===== src/hw/rtl/sorted_recent_window_assert.svh =====
// Assertion macros for the sorted recent window block.
// Included by the controller and the datapath; no other dependencies.
`ifndef SORTED_RECENT_WINDOW_ASSERT_SVH
`define SORTED_RECENT_WINDOW_ASSERT_SVH

`ifndef SYNTHESIS

`define SRW_ASSERT(lbl, clk, rst_n, prop) \
	lbl: assert property (@(posedge clk) disable iff (!rst_n) (prop)) \
		else $error("assertion failed: %m");

`define SRW_ASSERT_NEVER(lbl, clk, rst_n, prop) \
	lbl: assert property (@(posedge clk) disable iff (!rst_n) !(prop)) \
		else $error("forbidden condition seen: %m");

`else

`define SRW_ASSERT(lbl, clk, rst_n, prop)

`define SRW_ASSERT_NEVER(lbl, clk, rst_n, prop)

`endif

`endif


===== src/hw/rtl/srw_pkg.sv =====
// Shared constants, codes and types of the sorted recent window block.
// Used by srw_ctrl, srw_dp and sorted_recent_window; depends on nothing.
package srw_pkg;

	localparam int WIN_DEPTH = 32;
	localparam int ADDR_W    = (WIN_DEPTH > 1) ? $clog2(WIN_DEPTH) : 1;
	localparam int CNT_W     = $clog2(WIN_DEPTH + 1);

	localparam int KIND_W   = 2;
	localparam int TIME_W   = 31;
	localparam int SERVER_W = 4;
	localparam int TAG_W    = 16;
	localparam int LINE_W   = 6;
	localparam int STATUS_W = 3;
	localparam int FILL_W   = 6;
	localparam int KEY_W    = TIME_W + SERVER_W;

	// input beat layout
	localparam int IN_SERVER_LSB = TIME_W;
	localparam int IN_TAG_LSB    = IN_SERVER_LSB + SERVER_W;
	localparam int IN_LINE_LSB   = IN_TAG_LSB + TAG_W;
	localparam int IN_USED_W     = IN_LINE_LSB + LINE_W;
	localparam int IN_DATA_W     = ((IN_USED_W + 7) / 8) * 8;

	// output beat layout
	localparam int OUT_USED_W = STATUS_W + 1 + TIME_W + SERVER_W + TAG_W + FILL_W;
	localparam int OUT_DATA_W = ((OUT_USED_W + 7) / 8) * 8;
	localparam int OUT_PAD_W  = OUT_DATA_W - OUT_USED_W;

	localparam logic [KIND_W-1:0] KIND_INSERT = 2'd0;
	localparam logic [KIND_W-1:0] KIND_READ   = 2'd1;
	localparam logic [KIND_W-1:0] KIND_CLEAR  = 2'd2;

	localparam logic [STATUS_W-1:0] ST_NEW      = 3'd0;
	localparam logic [STATUS_W-1:0] ST_REPLACED = 3'd1;
	localparam logic [STATUS_W-1:0] ST_EVICTED  = 3'd2;
	localparam logic [STATUS_W-1:0] ST_REJECTED = 3'd3;
	localparam logic [STATUS_W-1:0] ST_NONE     = 3'd4;

	typedef struct packed {
		logic [TIME_W-1:0]   ts;
		logic [SERVER_W-1:0] server;
		logic [TAG_W-1:0]    tag;
	} entry_t;

	// controller to datapath
	typedef struct packed {
		logic                load;
		logic                clear;
		logic                scan;
		logic                shift_setup;
		logic                shift;
		logic                place;
		logic                read_line;
		logic                finish;
		logic [STATUS_W-1:0] status;
	} cmd_t;

	// datapath to controller
	typedef struct packed {
		logic held_zero;
		logic scan_done;
		logic key_eq;
		logic pos_zero;
		logic full;
		logic shift_idle;
		logic out_free;
	} sts_t;

endpackage


===== src/hw/rtl/srw_ctrl.sv =====
// Sequencing state machine of the sorted recent window block.
// Depends on srw_pkg and sorted_recent_window_assert.svh.
`include "sorted_recent_window_assert.svh"

module srw_ctrl (
	input  logic                        clk,
	input  logic                        arst_n,
	input  logic                        accept,
	input  logic [srw_pkg::KIND_W-1:0]  kind,
	input  srw_pkg::sts_t               sts,
	output srw_pkg::cmd_t               cmd,
	output logic                        ready
);

	typedef enum logic [6:0] {
		S_IDLE   = 7'b0000001,
		S_SCAN   = 7'b0000010,
		S_DECIDE = 7'b0000100,
		S_SHIFT  = 7'b0001000,
		S_PLACE  = 7'b0010000,
		S_READ   = 7'b0100000,
		S_RESP   = 7'b1000000
	} state_t;

	state_t                          state_q, state_d;
	logic [srw_pkg::STATUS_W-1:0]    status_q, status_d;

	always_comb begin
		state_d    = state_q;
		status_d   = status_q;
		cmd        = '0;
		cmd.status = status_q;
		case (state_q)
			S_IDLE: begin
				if (accept) begin
					cmd.load  = 1'b1;
					cmd.clear = (kind == srw_pkg::KIND_CLEAR);
					status_d  = srw_pkg::ST_NONE;
					case (kind)
						srw_pkg::KIND_INSERT: begin
							if (sts.held_zero) begin
								status_d = srw_pkg::ST_NEW;
								state_d  = S_PLACE;
							end else begin
								state_d = S_SCAN;
							end
						end
						srw_pkg::KIND_READ: state_d = S_READ;
						default: state_d = S_RESP;
					endcase
				end
			end
			S_SCAN: begin
				cmd.scan = 1'b1;
				if (sts.scan_done) begin
					state_d = S_DECIDE;
				end
			end
			S_DECIDE: begin
				if (sts.key_eq) begin
					status_d = srw_pkg::ST_REPLACED;
					state_d  = S_PLACE;
				end else if (sts.pos_zero) begin
					status_d = srw_pkg::ST_REJECTED;
					state_d  = S_RESP;
				end else begin
					cmd.shift_setup = 1'b1;
					status_d = sts.full ? srw_pkg::ST_EVICTED : srw_pkg::ST_NEW;
					state_d  = S_SHIFT;
				end
			end
			S_SHIFT: begin
				cmd.shift = 1'b1;
				if (sts.shift_idle) begin
					state_d = S_PLACE;
				end
			end
			S_PLACE: begin
				cmd.place = 1'b1;
				state_d   = S_RESP;
			end
			S_READ: begin
				cmd.read_line = 1'b1;
				state_d       = S_RESP;
			end
			S_RESP: begin
				if (sts.out_free) begin
					cmd.finish = 1'b1;
					state_d    = S_IDLE;
				end
			end
			default: state_d = S_IDLE;
		endcase
	end

	always_ff @(posedge clk or negedge arst_n) begin
		if (!arst_n) begin
			state_q  <= S_IDLE;
			status_q <= srw_pkg::ST_NONE;
		end else begin
			state_q  <= state_d;
			status_q <= status_d;
		end
	end

	assign ready = (state_q == S_IDLE);

	`SRW_ASSERT(a_load_leaves_idle, clk, arst_n, cmd.load |=> !ready)
	`SRW_ASSERT(a_shift_then_place, clk, arst_n, (state_q == S_SHIFT && sts.shift_idle) |=> cmd.place)
	`SRW_ASSERT(a_finish_then_ready, clk, arst_n, cmd.finish |=> ready)

endmodule


===== src/hw/rtl/srw_dp.sv =====
// Datapath of the sorted recent window: entry memory, scan and shift
// pointers, fill count and output register. Depends on srw_pkg and
// sorted_recent_window_assert.svh.
`include "sorted_recent_window_assert.svh"

module srw_dp (
	input  logic                           clk,
	input  logic                           arst_n,
	input  logic [srw_pkg::IN_DATA_W-1:0]  in_data,
	input  srw_pkg::cmd_t                  cmd,
	output srw_pkg::sts_t                  sts,
	output logic                           out_valid,
	input  logic                           out_ready,
	output logic [srw_pkg::OUT_DATA_W-1:0] out_data
);

	localparam int CMP_W = srw_pkg::CNT_W + srw_pkg::LINE_W;

	srw_pkg::entry_t                  mem [srw_pkg::WIN_DEPTH];
	srw_pkg::entry_t                  new_q;
	srw_pkg::entry_t                  rdata_q;
	srw_pkg::entry_t                  rd_fields;
	logic [srw_pkg::LINE_W-1:0]       line_q;
	logic [srw_pkg::CNT_W-1:0]        held_q, ptr_q, pos_q, sh_left_q;
	logic                             eq_q, rd_item_q;
	logic                             rd_vld_s1, rd_shift_s1;
	logic [srw_pkg::ADDR_W-1:0]       addr_s1;
	logic                             out_vld_q;
	logic [srw_pkg::OUT_DATA_W-1:0]   out_q;

	logic [srw_pkg::KEY_W-1:0]        new_key, rd_key;
	logic                             key_le, key_same, last_addr, scan_hit, full;
	logic                             scan_issue, shift_issue, rd_en, we, line_ok, out_free;
	logic [srw_pkg::CNT_W-1:0]        held_m1, pos_m1;
	logic [srw_pkg::LINE_W-1:0]       line_m1;
	logic [srw_pkg::ADDR_W-1:0]       rd_addr, waddr, shift_dst, place_addr;
	srw_pkg::entry_t                  wdata;

	assign new_key   = {new_q.ts, new_q.server};
	assign rd_key    = {rdata_q.ts, rdata_q.server};
	assign key_le    = (new_key <= rd_key);
	assign key_same  = (new_key == rd_key);
	assign held_m1   = held_q - srw_pkg::CNT_W'(1);
	assign pos_m1    = pos_q - srw_pkg::CNT_W'(1);
	assign full      = (held_q == srw_pkg::CNT_W'(srw_pkg::WIN_DEPTH));
	assign last_addr = (addr_s1 == held_m1[srw_pkg::ADDR_W-1:0]);

	// scan stops at the first stored key not below the new one, or at the end
	assign scan_hit    = cmd.scan && rd_vld_s1 && (key_le || last_addr);
	assign scan_issue  = cmd.scan && !scan_hit && (ptr_q < held_q);
	assign shift_issue = cmd.shift && (sh_left_q != '0);
	assign rd_en       = scan_issue || shift_issue || cmd.read_line;

	assign line_m1 = line_q - srw_pkg::LINE_W'(1);
	assign rd_addr = cmd.read_line ? srw_pkg::ADDR_W'(line_m1) : ptr_q[srw_pkg::ADDR_W-1:0];
	assign line_ok = (line_q != '0) && (CMP_W'(line_q) <= CMP_W'(held_q));

	// full window moves entries towards position 0, otherwise towards the top
	assign shift_dst  = full ? (addr_s1 - srw_pkg::ADDR_W'(1)) : (addr_s1 + srw_pkg::ADDR_W'(1));
	assign place_addr = (full && !eq_q) ? pos_m1[srw_pkg::ADDR_W-1:0]
	                                    : pos_q[srw_pkg::ADDR_W-1:0];
	assign we    = (rd_vld_s1 && rd_shift_s1) || cmd.place;
	assign waddr = cmd.place ? place_addr : shift_dst;
	assign wdata = cmd.place ? new_q : rdata_q;

	assign out_free = !out_vld_q || out_ready;

	always_ff @(posedge clk) begin
		if (we) begin
			mem[waddr] <= wdata;
		end
		if (rd_en) begin
			rdata_q <= mem[rd_addr];
		end
		addr_s1 <= rd_addr;
		if (cmd.load) begin
			new_q.ts     <= in_data[0 +: srw_pkg::TIME_W];
			new_q.server <= in_data[srw_pkg::IN_SERVER_LSB +: srw_pkg::SERVER_W];
			new_q.tag    <= in_data[srw_pkg::IN_TAG_LSB +: srw_pkg::TAG_W];
			line_q       <= in_data[srw_pkg::IN_LINE_LSB +: srw_pkg::LINE_W];
		end
		if (cmd.finish) begin
			out_q <= {{srw_pkg::OUT_PAD_W{1'b0}},
			          srw_pkg::FILL_W'(held_q),
			          rd_fields.tag, rd_fields.server, rd_fields.ts,
			          rd_item_q && line_ok,
			          cmd.status};
		end
	end

	assign rd_fields = (rd_item_q && line_ok) ? rdata_q : '0;

	always_ff @(posedge clk or negedge arst_n) begin
		if (!arst_n) begin
			held_q      <= '0;
			ptr_q       <= '0;
			pos_q       <= '0;
			sh_left_q   <= '0;
			eq_q        <= 1'b0;
			rd_item_q   <= 1'b0;
			rd_vld_s1   <= 1'b0;
			rd_shift_s1 <= 1'b0;
			out_vld_q   <= 1'b0;
		end else begin
			rd_vld_s1   <= rd_en;
			rd_shift_s1 <= shift_issue;
			if (cmd.load) begin
				ptr_q     <= '0;
				pos_q     <= '0;
				eq_q      <= 1'b0;
				rd_item_q <= 1'b0;
				if (cmd.clear) begin
					held_q <= '0;
				end
			end
			if (cmd.read_line) begin
				rd_item_q <= 1'b1;
			end
			if (scan_issue) begin
				ptr_q <= ptr_q + srw_pkg::CNT_W'(1);
			end
			if (scan_hit) begin
				pos_q <= key_le ? srw_pkg::CNT_W'(addr_s1) : held_q;
				eq_q  <= key_le && key_same;
			end
			if (cmd.shift_setup) begin
				if (full) begin
					ptr_q     <= srw_pkg::CNT_W'(1);
					sh_left_q <= pos_m1;
				end else begin
					ptr_q     <= held_m1;
					sh_left_q <= held_q - pos_q;
				end
			end
			if (shift_issue) begin
				ptr_q     <= full ? (ptr_q + srw_pkg::CNT_W'(1)) : (ptr_q - srw_pkg::CNT_W'(1));
				sh_left_q <= sh_left_q - srw_pkg::CNT_W'(1);
			end
			if (cmd.place && !full && !eq_q) begin
				held_q <= held_q + srw_pkg::CNT_W'(1);
			end
			if (cmd.finish) begin
				out_vld_q <= 1'b1;
			end else if (out_ready) begin
				out_vld_q <= 1'b0;
			end
		end
	end

	assign sts.held_zero  = (held_q == '0);
	assign sts.scan_done  = scan_hit;
	assign sts.key_eq     = eq_q;
	assign sts.pos_zero   = (pos_q == '0);
	assign sts.full       = full;
	assign sts.shift_idle = (sh_left_q == '0) && !rd_vld_s1;
	assign sts.out_free   = out_free;

	assign out_valid = out_vld_q;
	assign out_data  = out_q;

	`SRW_ASSERT(a_held_bound, clk, arst_n, held_q <= srw_pkg::CNT_W'(srw_pkg::WIN_DEPTH))
	`SRW_ASSERT_NEVER(a_place_vs_shift, clk, arst_n, cmd.place && rd_vld_s1)
	`SRW_ASSERT_NEVER(a_scan_writes, clk, arst_n, cmd.scan && we)

endmodule


===== src/hw/rtl/sorted_recent_window.sv =====
// Top level of the sorted recent window block: stream ports, controller
// and datapath. Depends on srw_pkg, srw_ctrl and srw_dp.
//
// Keeps up to 32 entries ordered by (timestamp, server), oldest at line 1,
// and takes one item at a time, giving one result beat per item. An insert
// into a window holding n entries scans the stored keys one per cycle from
// the oldest. It then moves the entries above the insertion point one per
// cycle, or, when the window is full, the entries below it. The entry memory
// takes one read and one write a cycle. An insert into an empty window is
// placed without a scan, a read fetches the requested line, and a clear or
// an unused kind goes straight to the result. A new item is taken while the
// previous result still waits in the output register.
module sorted_recent_window (
	input  logic                           clk,
	input  logic                           arst_n,
	input  logic                           s_axis_tvalid,
	output logic                           s_axis_tready,
	// msg_timestamp, msg_server, msg_tag, line_no, zero pad
	input  logic [srw_pkg::IN_DATA_W-1:0]  s_axis_tdata,
	// kind
	input  logic [srw_pkg::KIND_W-1:0]     s_axis_tuser,
	output logic                           m_axis_tvalid,
	input  logic                           m_axis_tready,
	// insert_status, read_valid, read_timestamp, read_server, read_tag,
	// fill_count, zero pad
	output logic [srw_pkg::OUT_DATA_W-1:0] m_axis_tdata
);

	srw_pkg::cmd_t cmd;
	srw_pkg::sts_t sts;
	logic          accept;

	assign accept = s_axis_tvalid && s_axis_tready;

	srw_ctrl u_ctrl (
		.clk    (clk),
		.arst_n (arst_n),
		.accept (accept),
		.kind   (s_axis_tuser),
		.sts    (sts),
		.cmd    (cmd),
		.ready  (s_axis_tready)
	);

	srw_dp u_dp (
		.clk       (clk),
		.arst_n    (arst_n),
		.in_data   (s_axis_tdata),
		.cmd       (cmd),
		.sts       (sts),
		.out_valid (m_axis_tvalid),
		.out_ready (m_axis_tready),
		.out_data  (m_axis_tdata)
	);

endmodule


===== config.mk =====
export PLATFORM = sky130hd
export DESIGN_NAME = sorted_recent_window
export DESIGN_NICKNAME = d
export VERILOG_FILES = /design/src/hw/rtl/srw_pkg.sv /design/src/hw/rtl/srw_ctrl.sv /design/src/hw/rtl/srw_dp.sv /design/src/hw/rtl/sorted_recent_window.sv
export VERILOG_INCLUDE_DIRS = /design/src /design/src/hw/rtl
export SDC_FILE = /design/constraint.sdc
export NUM_CORES = 2
export LEC_CHECK = 0
export ABC_AREA = 1
export BUFFER_PORTS_ARGS = -buffer_cell sky130_fd_sc_hd__buf_4
export CORE_MARGIN = 5
export CORE_UTILIZATION = 67
export CTS_CLUSTER_SIZE = 25
export DETAILED_ROUTE_END_ITERATION = 16
export GPL_TIMING_DRIVEN = 1
export PLACE_DENSITY = 0.84
export SLEW_MARGIN = 20
export SYNTH_ARGS = -nofsm -noshare
export SYNTH_HDL_FRONTEND = slang
export SYNTH_HIERARCHICAL = 1
export SYNTH_SLANG_ARGS = --single-unit

===== constraint.sdc =====
create_clock -name clk -period 15.9 [get_ports clk]
set_input_delay 0.795 -clock clk [delete_from_list [all_inputs] [get_ports clk]]
set_output_delay 0.795 -clock clk [all_outputs]
set_load 0.005 [all_outputs]

# After elaboration in Yosys (flattened, before gate mapping)
# Memory sizes are Yosys's and may differ from the RTL's. A register that Yosys moved wholly into a read port is not among the register bits.
# Index checks and enable logic that the tools add are counted.
[totals]
ff_bits = 162
mem_bits_rw = 1632
input_bits = 70
output_inout_bits = 66
word_cells = 143
mem_count = 1
[classes]
addsub = 10
n_lt_le_gt_ge = 3
eq_ne = 16
muxes = 53
reduce_logical = 42
[memory_table]
columns = ["name", "words", "width", "read_ports", "rd_ports_with_merged_regs", "write_ports", "line", "source"]
rows = [
  ["u_dp.mem", 32, 51, 1, 1, 1, "srw_dp.sv:19", "srw_pkg::entry_t mem [srw_pkg::WIN_DEPTH];"],
]
[op_table]
columns = ["op", "count"]
rows = [
  ["2-to-1 mux 6 bit", 14],
  ["2-to-1 mux 51 bit", 1],
  ["2-to-1 mux 7 bit", 6],
  ["one-hot mux 7 bit (6 select lines)", 1],
  ["== test 35 bit", 1],
  ["less-or-equal comparator 35 bit", 1],
  ["2-to-1 mux 5 bit", 5],
  ["subtractor 6 x 1 -> 6 bit (second input constant)", 4],
  ["zero test 6 bit", 3],
  ["2-to-1 mux 1 bit", 16],
  ["2-to-1 mux 3 bit", 5],
  ["logical AND 1 bit", 14],
  ["one-hot mux 7 bit (2 select lines)", 1],
  ["nonzero test 2 bit", 7],
  ["adder 6 x 1 -> 6 bit (second input constant)", 2],
  ["nonzero test 6 bit", 2],
  ["subtractor 5 x 1 -> 5 bit (second input constant)", 2],
  ["== test 7 x 1 -> 1 bit (second input constant)", 1],
  ["== test 7 x 2 -> 1 bit (second input constant)", 1],
  ["== test 7 x 3 -> 1 bit (second input constant)", 1],
  ["== test 7 x 4 -> 1 bit (second input constant)", 1],
  ["== test 7 x 5 -> 1 bit (second input constant)", 1],
  ["== test 7 x 6 -> 1 bit (second input constant)", 1],
  ["== test 7 bit (second input constant)", 1],
  ["19 further kinds", 32],
]

# Logic depth before layout (Yosys ltp)
[depth]
ltp_word = 10
depth_mapped = 23
ltp_nobuf = 21

# By module
# The synthesis kept the hierarchy.
[modules_own_cells]
columns = ["module", "instances", "cells_per_inst", "area_per_inst_um2", "seq_area_each_um2"]
rows = [
  ["srw_dp", 1, 5407, 73234.0, 54907.7],
  ["srw_ctrl", 1, 107, 779.5, 252.7],
  ["sorted_recent_window", 1, 2, 7.5, 0.0],
]

# Worst setup path before layout
# OpenSTA, ideal clock, no wires.
[synth_timing]
path_kind = "register -> register"
start = "reg u_dp/held_q[1] (netlist name)"
end = "mem u_dp/mem[0][0] (netlist name), enable pin"
setup_ns = 0.460
t_arrival_ns = 4.794
required_ns = 15.440
setup_slack_ns = 10.646
path_stages_with_launch = 18
n_path_buf = 2
period_less_slack_ns = 5.254
cell_sequence = "dfrtp_1 inv_1 ha_1 nand4_2 buf_2 inv_1 buf_2 ha_1 nand2_1 nand2_1 a21oi_1 xor2_1 nand2_1 nand2_1 inv_1 nor2_1 nand2_1 nor2_1"
[synth_via]
elab_chain_len = 4
word_cells_on_any_way = 5
cone_classes = "eq/ne (1); mux (3); reduce/logical (1)"
[synth_lines]
columns = ["element", "line", "source"]
rows = [
  ["from (decl)", "srw_dp.sv:24", "logic [srw_pkg::CNT_W-1:0] held_q, ptr_q, pos_q, sh_left_q;"],
  ["from (signal assigned)", "srw_dp.sv:140", "held_q <= held_q + srw_pkg::CNT_W'(1);"],
  ["== test 6 bit (*)", "srw_dp.sv:45", "assign full = (held_q == srw_pkg::CNT_W'(srw_pkg::WIN_DEPTH));"],
  ["via u_dp.full", "srw_dp.sv:32", "logic key_le, key_same, last_addr, scan_hit, full;"],
  ["logical AND 1 bit", "srw_dp.sv:60", "assign place_addr = (full && !eq_q) ? pos_m1[srw_pkg::ADDR_W-1:0]"],
  ["2-to-1 mux 5 bit", "srw_dp.sv:60", ""],
  ["2-to-1 mux 5 bit (*)", "srw_dp.sv:63", "assign waddr = cmd.place ? place_addr : shift_dst;"],
  ["to (decl)", "srw_dp.sv:19", ""],
]
# Mark *: on every way through the listed nets, which the timed path passes. The rest lies on a longest branch.

==> reports/qor.yml <==
critical_path:
  r2r-end: "u_dp/rd_key[6]"
  r2r_slack_ns: 9.29
  rr_worst_depth: 13
  r2r-start: "u_ctrl/state_q[3]"
  crit_cells: 13
  worstPathCellList: "nor2_2 > nand2_2 > nor2_2 > nand2_1 > nand2_8 > buf_4 > buf_4 > buf_4 > buf_4 > o21ai_0 > o221ai_1 > nand3_1 > a31oi_1"
  cp.arrival_ns: 7.22
  cp-endpoint: "u_dp/rd_key[6]"
  slowest_stage: "buf_4"
  startpoint_type: "register"
  crit_start: "u_ctrl/state_q[3]"
  crit_required_ns: 16.51
  crit_path_frequent_cell: "buf_4"
  cpPeakStageDelay_ns: 0.84
  critPathKind: "register to register"
  crit_fanout: 97
  critPathBufInv: 4
  cp-end-kind: "register"
  crit_family: "buffers and inverters"
sta:
  setup_tns_ns: 0
  relSlewSlack_pct: 14.6
  fin_ws_ns: 9.29
  finalHoldViolCount: 0
  setup_viol: 0
  slew_viol_final: 0
  rsz0062_at_grt: "false"
  period_minus_slack_ns: 6.61
  whs_ns: 0.0183
  finalCritPeriodShare_pct: 41.6
  finalClockSkew_ns: 0.0343
  timing.fmax_ghz: 0.151
  worst_pin_slew_ns: 1.28
global_route:
  antenna_found_initial: 0
  grt_pass1_vias: 48600
  grt_max_degree: 248
  grt-ovfl-total: 0
  grt_use_total_pct: 33.5
  grt_pass1_wl_um: 292000
drt:
  ant_nets: 0
  wl_per_cell_um: 27.9
  vias_per_cell: 6.91
  routed_wl_um: 200000
  first_iter_violations: 9070
  route.detailed.drc: 0
  dr_total_vias: 49600
  dr.pass1.iters: 8
clock_network:
  holdBufCountCts: 0
  cts_buffers: 175
  cts_setup_buffers: 0
  h-tree-depth: 4
  ctsRootBufferMaster: "clkbuf_16"
  clkSinkCount: 1845
  clk_latency_ns: 0.79
  clk_path_buf_depth: 3
  clkTransAtPathRegs_ns: 0.06
  cts_tree: "yes"
  cts_resized: 0
synthesis:
  yosysTopAreaCell: "edfxtp_1"
  synth_area_leaders: "edfxtp_1 73%, o21ai_0 5.7%, nor2_1 5.2%"
  seq_area_frac_synth_pct: 74.5
  yosysTopAreaCellShare_pct: 73.1
  synth_cell_types: 57
  ys_ff_latch: 1845
  synthCells: 5516
  syn_avg_cell_area_um2: 13.4
  yosysWarnings: 6
  syn_area_um2: 74000
status:
  status: "completed"
cells_and_area:
  nets: 5692
  drive_gt1_share_pct: 10.2
  antenna-diode-count: 0
  finish.utilization_pct: 74.2
  fin_cells: 7184
  n_fill_cell: 6194
  multi_input_area_um2: 16800
  regArea_um2: 55200
  syn_to_final_growth_pct: 10.5
floorplanning:
  rows: 122
  die_h_um: 342
  die_w_um: 342
  coreArea_um2: 110000
  ios: 136
  dieArea_um2: 117000
  initial_core_util_pct: 67.2
power_and_ir_drop:
  cell_internal_pwr_mw: 7.49
  p_seq_share_pct: 56.7
  p_leak_nw: 32.8
  power_density_nw_per_um2: 113
  swShare_pct: 19.2
  power_switching_mw: 1.77
  vdd_drop_max_uv: 114
  clockPowerShare_pct: 43.1
  combPwrFrac_pct: 0.2
place:
  place_congestion: 0.868
  hpwlAfterDp_um: 93100
  placed_cells: 6867
  pre_cts_ws_ns: 9.58
  io_buffers: 125
worst_hold_path:
  min_path_type: "input port to asynchronous set/reset pin"
run:
  drv_cap: 0
==> Yosys cell counts (all sizes together) <==
master / count
o31ai: 2
buf: 208
a21o: 2
o32ai: 2
nor3b: 2
fa: 2
nand4: 3
a22o: 1
a211oi: 1
a31oi: 47
a21boi: 1
clkbuf: 174
inv: 151
conb: 1
xor2: 20
a21oi: 35
nand3b: 3
or2: 4
edfxtp: 1801
nand2: 291
nand3: 215
xnor2: 6
o221ai: 354
o211ai: 44
nor4: 1
a32oi: 1
ha: 64
nor3: 11
dfstp: 2
dfxtp: 5
dfrtp: 37
o22ai: 59
nor2: 1035
o21ai: 931
==> area by class of cell <==
class	count	area share [%]
Clock inverter	104	1.03
Inverter	151	0.751
Multi-Input combinational cell	3140	20.5
Tap cell	1488	2.28
Sequential cell	1845	67.5
Timing Repair Buffer	243	2.30
Clock buffer	213	5.63
==> cells by family (layout without fill, tap and decap cells) <==
family          count (synthesis)  count (layout)  synth area share, %
compound gates               1480            1480                 12.2
xor+xnor                       26              26                0.308
fa+ha+maj                      66              66                 1.14
buf+inv                       533             711                 3.24
flops                        1845            1845                 74.5
other cells                     1               3              0.00507
simple gates                 1565            1565                 8.58
==> power by group through the flow <==
stage	clock network, mW	logic (mW)	registers (mW)
5_1_grt	4.23	0.0171	5.25
3_3_place_gp	0	0.0156	5.36
2_1_floorplan	0	0.000954	5.36
3_5_place_dp	0	0.0158	5.36
4_1_cts	4.00	0.0158	5.26
6_report	3.99	0.0157	5.26
==> layout by cell type, fill, tap and decap left out, types with 4 or more instances in the layout <==
| master | instances |
|---|---|
| a21oi_1 | 34 |
| a31oi_1 | 47 |
| buf_12 | 4 |
| buf_4 | 237 |
| bufinv_16 | 10 |
| clkbuf_1 | 34 |
| clkbuf_16 | 179 |
| clkinv_1 | 41 |
| clkinv_2 | 33 |
| clkinv_8 | 5 |
| clkinvlp_4 | 7 |
| dfrtp_1 | 37 |
| dfxtp_1 | 5 |
| edfxtp_1 | 1801 |
| ha_1 | 64 |
| inv_1 | 135 |
| inv_2 | 9 |
| inv_6 | 8 |
| nand2_1 | 282 |
| nand2_2 | 4 |
| nand2_4 | 4 |
| nand3_1 | 209 |
| nor2_1 | 986 |
| nor2_2 | 10 |
| nor2_4 | 38 |
| nor3_1 | 10 |
| o211ai_1 | 44 |
| o21ai_0 | 789 |
| o21ai_1 | 136 |
| o21ai_4 | 4 |
| o221ai_1 | 354 |
| o22ai_1 | 59 |
| xnor2_1 | 6 |
| xor2_1 | 20 |
==> state kept, by name, indices dropped and copies added (netlist names), 7 cells and up <==
| signal | count |
|---|---|
| u_dp/new_q | 16 |
| u_dp/out_data | 61 |
| u_dp/mem | 1632 |
| u_dp/rdata_q | 16 |
| u_dp/new_key | 35 |
| u_ctrl/state_q | 7 |
| u_dp/rd_key | 35 |
==> metrics by stage <==
step | power, mW | area (um^2)
2_1_floorplan | 5.36 | 74000
3_3_place_gp | 5.37 | 76300
3_5_place_dp | 5.37 | 76300
4_1_cts | 9.27 | 81700
5_1_grt | 9.50 | 81800
6_report | 9.26 | 81800
==> worst min-delay path by stage <==
stage	startpoint	to	slack (ns)
floorplan	u_dp/held_q[5]	u_dp/out_data[60]	0.42
detailed placement	u_ctrl/status_q[0]	u_dp/out_data[0]	0.46
global placement	u_ctrl/status_q[0]	u_dp/out_data[0]	0.47
finish	arst_n	u_dp/sh_left_q[1]	0.02
CTS	arst_n	u_dp/rd_item_q	0.009
global route	arst_n	u_dp/ptr_q[4]	0.04
==> worst register-to-register path, cell delays in order, from the launching register on <==
cell      delay (ns)
dfrtp_1         0.42
nor2_2          0.20
nand2_2         0.12
nor2_2          0.50
nand2_1         0.27
nand2_8         0.51
buf_4           0.83
buf_4           0.79
buf_4           0.91
buf_4           0.84
o21ai_0         0.28
o221ai_1        0.32
nand3_1         0.22
a31oi_1         0.25
==> layer usage <==
layer	global-route usage, %	vias up	share of wire [%]
met3	7.82	867	14
met5	0	-	0
met2	53.5	4335	47
met4	18.2	0	6.1
li1	-	20800	-
met1	43.4	23600	32
Note: power is estimated with default switching activity, not from simulation.
